File: src/adpe_pkg.sv
// adpe_pkg: shared types and constants for the data processing execute block
`timescale 1ns / 1ps
`default_nettype none
package adpe_pkg;

	typedef struct packed {
		logic        kind;
		logic [31:0] instruction_word;
	} in_item_t;

	typedef struct packed {
		logic [1:0]  status;
		logic        write_enable;
		logic [3:0]  dest_index;
		logic [31:0] write_value;
		logic [3:0]  flags;
	} out_item_t;

	localparam logic [1:0] ST_DONE    = 2'd0;
	localparam logic [1:0] ST_SKIP    = 2'd1;
	localparam logic [1:0] ST_BADCOND = 2'd2;
	localparam logic [1:0] ST_BADOP   = 2'd3;

	localparam logic [3:0] CC_EQ = 4'd0;
	localparam logic [3:0] CC_NE = 4'd1;
	localparam logic [3:0] CC_GE = 4'd10;
	localparam logic [3:0] CC_LT = 4'd11;
	localparam logic [3:0] CC_GT = 4'd12;
	localparam logic [3:0] CC_LE = 4'd13;
	localparam logic [3:0] CC_AL = 4'd14;

	localparam logic [3:0] OP_AND = 4'd0;
	localparam logic [3:0] OP_EOR = 4'd1;
	localparam logic [3:0] OP_SUB = 4'd2;
	localparam logic [3:0] OP_RSB = 4'd3;
	localparam logic [3:0] OP_ADD = 4'd4;
	localparam logic [3:0] OP_TST = 4'd8;
	localparam logic [3:0] OP_TEQ = 4'd9;
	localparam logic [3:0] OP_CMP = 4'd10;
	localparam logic [3:0] OP_ORR = 4'd12;
	localparam logic [3:0] OP_MOV = 4'd13;

	localparam logic [1:0] SH_LSL = 2'd0;
	localparam logic [1:0] SH_LSR = 2'd1;
	localparam logic [1:0] SH_ASR = 2'd2;
	localparam logic [1:0] SH_ROR = 2'd3;

	typedef struct packed {
		logic [31:0] value;
		logic        carry;
	} shift_res_t;

endpackage
`default_nettype wire

File: src/adpe_shifter.sv
// adpe_shifter: operand 2 barrel shifter with carry out
`timescale 1ns / 1ps
`default_nettype none
module adpe_shifter (
	input  wire logic [11:0]  op2,
	input  wire logic         imm,
	input  wire logic [31:0]  rm_val,
	input  wire logic [7:0]   rs_byte,
	input  wire logic         cin,
	output adpe_pkg::shift_res_t res
);
	logic [4:0]  rot;
	logic [31:0] imm_rot;
	logic [1:0]  sh;
	logic [7:0]  amt;
	logic        sign;
	logic [63:0] dbl;

	always_comb begin
		rot     = {op2[11:8], 1'b0};
		dbl     = {24'd0, op2[7:0], 24'd0, op2[7:0]} >> rot;
		imm_rot = dbl[31:0];
		sh      = op2[6:5];
		sign    = rm_val[31];
		res.value = rm_val;
		res.carry = cin;
		if (op2[4]) amt = rs_byte;
		else amt = {3'd0, op2[11:7]};
		if (imm) begin
			res.value = imm_rot;
			res.carry = (rot == 5'd0) ? cin : imm_rot[31];
		end else if (!op2[4] && amt == 8'd0) begin
			// constant zero amounts: lsl passes, lsr/asr mean 32, ror is rrx
			case (sh)
				adpe_pkg::SH_LSL: begin res.value = rm_val; res.carry = cin; end
				adpe_pkg::SH_LSR: begin res.value = 32'd0; res.carry = sign; end
				adpe_pkg::SH_ASR: begin res.value = {32{sign}}; res.carry = sign; end
				default: begin res.value = {cin, rm_val[31:1]}; res.carry = rm_val[0]; end
			endcase
		end else if (amt == 8'd0) begin
			res.value = rm_val;
			res.carry = cin;
		end else begin
			case (sh)
				adpe_pkg::SH_LSL: begin
					if (amt < 8'd32) begin
						res.value = rm_val << amt[4:0];
						// bit 32 - amt, taken modulo 32
						res.carry = rm_val[5'd0 - amt[4:0]];
					end else begin
						res.value = 32'd0;
						res.carry = (amt == 8'd32) ? rm_val[0] : 1'b0;
					end
				end
				adpe_pkg::SH_LSR: begin
					if (amt < 8'd32) begin
						res.value = rm_val >> amt[4:0];
						res.carry = rm_val[amt[4:0] - 5'd1];
					end else begin
						res.value = 32'd0;
						res.carry = (amt == 8'd32) ? sign : 1'b0;
					end
				end
				adpe_pkg::SH_ASR: begin
					if (amt < 8'd32) begin
						res.value = 32'($signed(rm_val) >>> amt[4:0]);
						res.carry = rm_val[amt[4:0] - 5'd1];
					end else begin
						res.value = {32{sign}};
						res.carry = sign;
					end
				end
				default: begin
					res.value = (rm_val >> amt[4:0]) | (rm_val << (6'd32 - {1'b0, amt[4:0]}));
					res.carry = rm_val[amt[4:0] - 5'd1];
				end
			endcase
		end
	end
endmodule
`default_nettype wire

File: src/arm_data_processing_execute.sv
// arm_data_processing_execute: condition check, alu, multiply and register file
//
//  channel | valid     | stall     | payload
//  input   | in_valid  | in_stall  | in_data  (adpe_pkg::in_item_t)
//  output  | out_valid | out_stall | out_data (adpe_pkg::out_item_t)
//
//  an item is registered on acceptance; one item per cycle is sustained without
//  output stalls; the registered input, alu and 32x32 multiply form the single
//  combinational pass, state updates when the result registers; reset clears the
//  register file, the flags and both valid registers; a stalled output holds;
//  the input stalls only when both registers are full and the output stalls
`timescale 1ns / 1ps
`default_nettype none
module arm_data_processing_execute #(
	parameter int REG_COUNT = 16
) (
	input  wire logic                clk,
	input  wire logic                arst_n,
	input  wire logic                in_valid,
	output      logic                in_stall,
	input  wire adpe_pkg::in_item_t  in_data,
	output      logic                out_valid,
	input  wire logic                out_stall,
	output      adpe_pkg::out_item_t out_data
);
	localparam int IW = $clog2(REG_COUNT);

	logic                v_s1;
	adpe_pkg::in_item_t  d_s1;
	logic [31:0]         regs_q [REG_COUNT];
	logic [3:0]          flags_q;
	adpe_pkg::out_item_t res;
	adpe_pkg::shift_res_t sres;
	logic                adv;

	// stage 1 moves when the output register is free or being taken
	assign adv      = !out_valid || !out_stall;
	assign in_stall = v_s1 && !adv;

	always_ff @(posedge clk or negedge arst_n) begin
		if (!arst_n) begin
			v_s1 <= 1'b0;
		end else if (adv || !v_s1) begin
			v_s1 <= in_valid;
		end
	end
	always_ff @(posedge clk) begin
		if ((adv || !v_s1) && in_valid) d_s1 <= in_data;
	end

	logic [31:0] w;
	logic        n, z, v, cpass, csup;
	logic [31:0] rn, op2v, prod;
	logic [32:0] sum;
	logic        c;
	logic [3:0]  opc;

	assign w = d_s1.instruction_word;
	assign n = flags_q[3];
	assign z = flags_q[2];
	assign v = flags_q[0];

	adpe_shifter u_shift (
		.op2    (w[11:0]),
		.imm    (w[25]),
		.rm_val (regs_q[w[IW-1:0]]),
		.rs_byte(regs_q[w[8+IW-1:8]][7:0]),
		.cin    (flags_q[1]),
		.res    (sres)
	);

	// condition decode
	always_comb begin
		csup = 1'b1;
		unique case (w[31:28])
			adpe_pkg::CC_EQ: cpass = z;
			adpe_pkg::CC_NE: cpass = !z;
			adpe_pkg::CC_GE: cpass = n == v;
			adpe_pkg::CC_LT: cpass = n != v;
			adpe_pkg::CC_GT: cpass = !z && (n == v);
			adpe_pkg::CC_LE: cpass = z || (n != v);
			adpe_pkg::CC_AL: cpass = 1'b1;
			default: begin cpass = 1'b0; csup = 1'b0; end
		endcase
	end

	// execute
	always_comb begin
		rn   = regs_q[w[16+IW-1:16]];
		op2v = sres.value;
		opc  = w[24:21];
		prod = regs_q[w[IW-1:0]] * regs_q[w[8+IW-1:8]];
		sum  = 33'd0;
		c    = sres.carry;
		res  = '0;
		res.flags = flags_q;
		if (!cpass) begin
			res.status = csup ? adpe_pkg::ST_SKIP : adpe_pkg::ST_BADCOND;
		end else if (d_s1.kind) begin
			res.dest_index   = w[19:16];
			res.write_value  = prod + (w[21] ? regs_q[w[12+IW-1:12]] : 32'd0);
			res.write_enable = 1'b1;
			if (w[20]) begin
				res.flags[3] = res.write_value[31];
				res.flags[2] = res.write_value == 32'd0;
			end
		end else begin
			case (opc) inside
				adpe_pkg::OP_AND, adpe_pkg::OP_TST: res.write_value = rn & op2v;
				adpe_pkg::OP_EOR, adpe_pkg::OP_TEQ: res.write_value = rn ^ op2v;
				adpe_pkg::OP_ORR: res.write_value = rn | op2v;
				adpe_pkg::OP_MOV: res.write_value = op2v;
				adpe_pkg::OP_SUB, adpe_pkg::OP_CMP: begin
					sum = {1'b0, rn} + {1'b0, ~op2v} + 33'd1;
					res.write_value = sum[31:0];
					c = sum[32];
				end
				adpe_pkg::OP_RSB: begin
					sum = {1'b0, op2v} + {1'b0, ~rn} + 33'd1;
					res.write_value = sum[31:0];
					c = sum[32];
				end
				adpe_pkg::OP_ADD: begin
					sum = {1'b0, rn} + {1'b0, op2v};
					res.write_value = sum[31:0];
					c = sum[32];
				end
				default: res.status = adpe_pkg::ST_BADOP;
			endcase
			if (res.status == adpe_pkg::ST_DONE) begin
				res.dest_index   = w[15:12];
				res.write_enable = !(opc == adpe_pkg::OP_TST || opc == adpe_pkg::OP_TEQ
					|| opc == adpe_pkg::OP_CMP);
				if (w[20]) begin
					res.flags[3] = res.write_value[31];
					res.flags[2] = res.write_value == 32'd0;
					res.flags[1] = c;
				end
			end else begin
				res.write_value = 32'd0;
			end
		end
	end

	// result register and state update
	always_ff @(posedge clk or negedge arst_n) begin
		if (!arst_n) begin
			out_valid <= 1'b0;
			flags_q   <= 4'd0;
			for (int i = 0; i < REG_COUNT; i++) regs_q[i] <= 32'd0;
		end else if (adv) begin
			out_valid <= v_s1;
			if (v_s1 && res.status == adpe_pkg::ST_DONE) begin
				flags_q <= res.flags;
				if (res.write_enable) regs_q[res.dest_index[IW-1:0]] <= res.write_value;
			end
		end
	end
	always_ff @(posedge clk) begin
		if (adv && v_s1) out_data <= res;
	end
endmodule
`default_nettype wire

File: config.mk
export PLATFORM = sky130hd
export DESIGN_NAME = arm_data_processing_execute
export DESIGN_NICKNAME = d
export VERILOG_FILES = /design/src/adpe_pkg.sv /design/src/adpe_shifter.sv /design/src/arm_data_processing_execute.sv
export SDC_FILE = /design/constraint.sdc
export NUM_CORES = 2
export LEC_CHECK = 0
export CELL_PAD_IN_SITES_DETAIL_PLACEMENT = 1
export CELL_PAD_IN_SITES_GLOBAL_PLACEMENT = 2
export CORE_MARGIN = 2
export CORE_UTILIZATION = 47
export CTS_CLUSTER_SIZE = 25
export DETAILED_ROUTE_END_ITERATION = 10
export DONT_BUFFER_PORTS = 1
export PLACE_DENSITY_LB_ADDON = 0.1
export SYNTH_ARGS = -nofsm -noshare
export SYNTH_HDL_FRONTEND = slang
export SYNTH_SLANG_ARGS = --single-unit
File: constraint.sdc
create_clock -name clk -period 18 [get_ports clk]
set_clock_uncertainty 0.05 [all_clocks]
set_input_delay 1.8 -clock clk [delete_from_list [all_inputs] [get_ports clk]]
set_output_delay 1.8 -clock clk [all_outputs]
set_load 0.02 [all_outputs]
==> flow_summary_export.csv <==
group,metric,value,unit
critical_path,required,18.47,ns
sta,whs,0.487,ns
global_route,grt_first_pass_wirelength,485000,um
sta,max_slew_margin,-50.3,%
outcome,status,"finished with violations",
synth,ys.flop_type,"dfrtp_1",
finish,multiInputGateArea,50800,sq um
job,cap_violations,2,
global_route,overflow,0,
clock_network,clk_pin_slew,0.06,ns
critical_path,crit_arrival,14.34,ns
place,dp.cells,8905,
global_route,antenna_found_initial,21,
clock_network,clockBufferDepth,3,
finish,n_fill_cell,16600,
sta,layout_worst_path_cycle_share,77.0,%
synth,syn-mean-instance-area,9.70,sq um
clock_network,cts_hold_buf,0,
critical_path,rrSetupSlack,4.13,ns
sta,setup_violations,0,
floorplanning,ios,82,
clock_network,clock_latency,0.70,ns
sta,worstMarginPinSlew,2.25,ns
sta,maxSlewViolCount,275,
detailed_routing,wirelength,338000,um
floorplanning,die_h,392,um
pwr,power.density_cell_area,54.4,nW/um^2
critical_path,critPathMaxStageDelay,1.07,ns
critical_path,crit_path_frequent_cell,"nand3_1",
detailed_routing,wl_per_cell,37.4,um
finish,nets,7694,
synth,ys_ff_latch,590,
synth,syn_nets,8051,
floorplanning,die_x,392,um
clock_network,cts_tree,"yes",
synth,yosysSeqAreaShare,21.3,%
sta,rsz0062_at_grt,"no",
outcome,violations,"capacitance limit, slew limit",
clock_network,clockRootBuffer,"clkbuf_16",
place,dpl.hpwl,235000,um
sta,finalHoldViolCount,0,
synth,yosysUniqueCellTypes,124,
clock_network,cts_resized,0,
synth,synthCells,7310,
finish,regArea,15100,sq um
sta,tns,0,ns
clock_network,cts_buffers,61,
critical_path,startpoint_type,"flip-flop",
synth,synthesis.area,70900,sq um
hold_path,min_path_type,"flip-flop to flip-flop",
global_route,grt_usage,43.9,%
floorplanning,core-area,150000,sq um
finish,final_cell_mix,"919 x nand2_1, 634 x inv_1, 600 x mux4_2",
clock_network,cts_max_level,2,
place,pre_cts_ws,4.83,ns
clock_network,clkSinkCount,590,
global_route,grt_max_degree,518,
finish,drive_above_1_share,18.5,%
synth,yosys_warnings,0,
detailed_routing,dr.pass1.iters,6,
finish,syn_to_final_growth,5.37,%
sta,fin_ws,4.13,ns
critical_path,cp-end-kind,"flip-flop",
sta,period_needed,13.87,ns
detailed_routing,drc,0,
detailed_routing,vias,64400,
place,gp_congestion,1.00,
floorplanning,rows,142,
pwr,power.leakage,31.0,nW
detailed_routing,drt_iter0_drc,8378,
finish,final-instance-count-excl-fill,9026,
finish,fin_util,49.9,%
finish,mostFrequentLayoutCell,"nand2_1",
global_route,grt_pass1_vias,65900,
sta,fmax,0.0721,GHz
detailed_routing,drtAntennaViolNets,0,
pwr,ir_drop,0.0902,mV
synth,synth_edf_count,73,
critical_path,crit_fanout,48,
floorplanning,start_util,47.3,%
place,portBuffers,0,
critical_path,slowest_stage,"a2111oi_0",
floorplanning,die_area,154000,sq um
synth,async_flop_share,87.6,%
detailed_routing,viasPerCell,7.13,
clock_network,cts_setup_buffers,0,
critical_path,crit_type,"flip-flop to flip-flop",
==> cell type report <==
type | instances | share of cell area (%)
timing repair buffer | 215 | 2.27
clock buffer | 91 | 2.51
multi-input combinational | 5441 | 68.0
tap | 2016 | 3.38
clock inverter | 24 | 0.362
antenna | 5 | 0.0167
inverter | 644 | 3.24
sequential | 590 | 20.2
==> state kept, by name (all words and copies together), names as in the netlist <==
| register | cells |
|---|---|
| v_s1 | 1 |
| regs_q | 512 |
| w | 30 |
| out_data | 42 |
| d_s1 | 1 |
| out_valid | 1 |
| flags_q | 3 |
==> Yosys cell counts (33+ instances only) <==
library cell	number	share of area (%)
a211oi_1	61	0.65
a21o_1	58	0.61
a21oi_1	310	2.2
a221o_1	36	0.51
a22oi_1	62	0.66
a31oi_1	55	0.49
and2_1	90	0.79
buf_1	64	0.34
buf_2	92	0.65
buf_6	33	0.52
clkbuf_1	411	2.2
dfrtp_1	517	18
edfxtp_1	73	3.1
fa_1	441	12
ha_1	263	4.6
inv_1	635	3.4
mux2_2	188	3.0
mux2i_1	58	0.82
mux4_2	600	19
nand2_1	937	5.0
nand3_1	186	1.3
nor2_1	500	2.6
nor3_1	86	0.61
o211ai_1	87	0.92
o21ai_0	305	2.2
o21ai_1	53	0.37
o221ai_1	41	0.51
o22ai_1	48	0.42
o31ai_1	272	2.9
xnor2_1	86	1.1
==> cells by family (layout without fill, tap and decap cells) <==
| logic type | after synthesis | after routing | synth area share, % |
|---|---|---|---|
| and+or+nand+nor | 2022 | 2022 | 12.4 |
| DFF | 590 | 590 | 21.3 |
| adders and majority gates | 704 | 704 | 17.1 |
| xor gates and xnor gates | 109 | 109 | 1.35 |
| muxes | 849 | 849 | 22.9 |
| other | 1 | 6 | 0.00529 |
| AOI/OAI and AO/OA | 1756 | 1756 | 17.4 |
| buffers and inverters | 1279 | 974 | 7.52 |
==> worst max-delay path: cells and delay by family, from the launching register on <==
| family | cells | cell delay, ns |
|---|---|---|
| AO/OA/AOI/OAI | 18 | 7.46 |
| adder cells (fa/ha/maj) | 2 | 1.10 |
| flip-flops | 1 | 0.32 |
| buffers and inverters | 3 | 1.72 |
| AND/OR/NAND/NOR | 13 | 2.94 |
==> final timing paths <==
kind | start | to | depth (start not counted)
min in group asynchronous | arst_n | regs_q[241]$_DFFE_PN0P_ | 0
max in group asynchronous | arst_n | regs_q[488]$_DFFE_PN0P_ | 0
worst min register to register | v_s1$_DFFE_PN0N_ | out_valid$_DFFE_PN0N_ | 1
worst min-delay path | v_s1$_DFFE_PN0N_ | out_valid$_DFFE_PN0N_ | 1
worst max register to register | w[11]$_DFFE_PP_ | out_data[2]$_DFFE_PP_ | 36
worst max-delay path | w[11]$_DFFE_PP_ | out_data[2]$_DFFE_PP_ | 36
==> per-layer routing <==
metal	global-route usage (%)	wire [um]
met1	59.1	131000
met2	64.2	144000
met3	12.2	40000
met4	24.1	22500
met5	0	86
==> report_power, final <==
part	total [mW]	internal [mW]	switching, mW
clock network	1.38	0.766	0.613
logic	1.27	0.344	0.927
registers	1.41	1.38	0.0362
total	4.06	2.49	1.58
==> metrics by stage <==
stage | cell area (sq um) | total power [mW]
after CTS | 74700 | 4.02
after global routing | 74700 | 4.16
final | 74700 | 4.06
after floorplan | 70900 | 2.19
after detailed placement | 72600 | 2.65
after global placement | 72600 | 2.65
(Power assumes the default switching activity.)
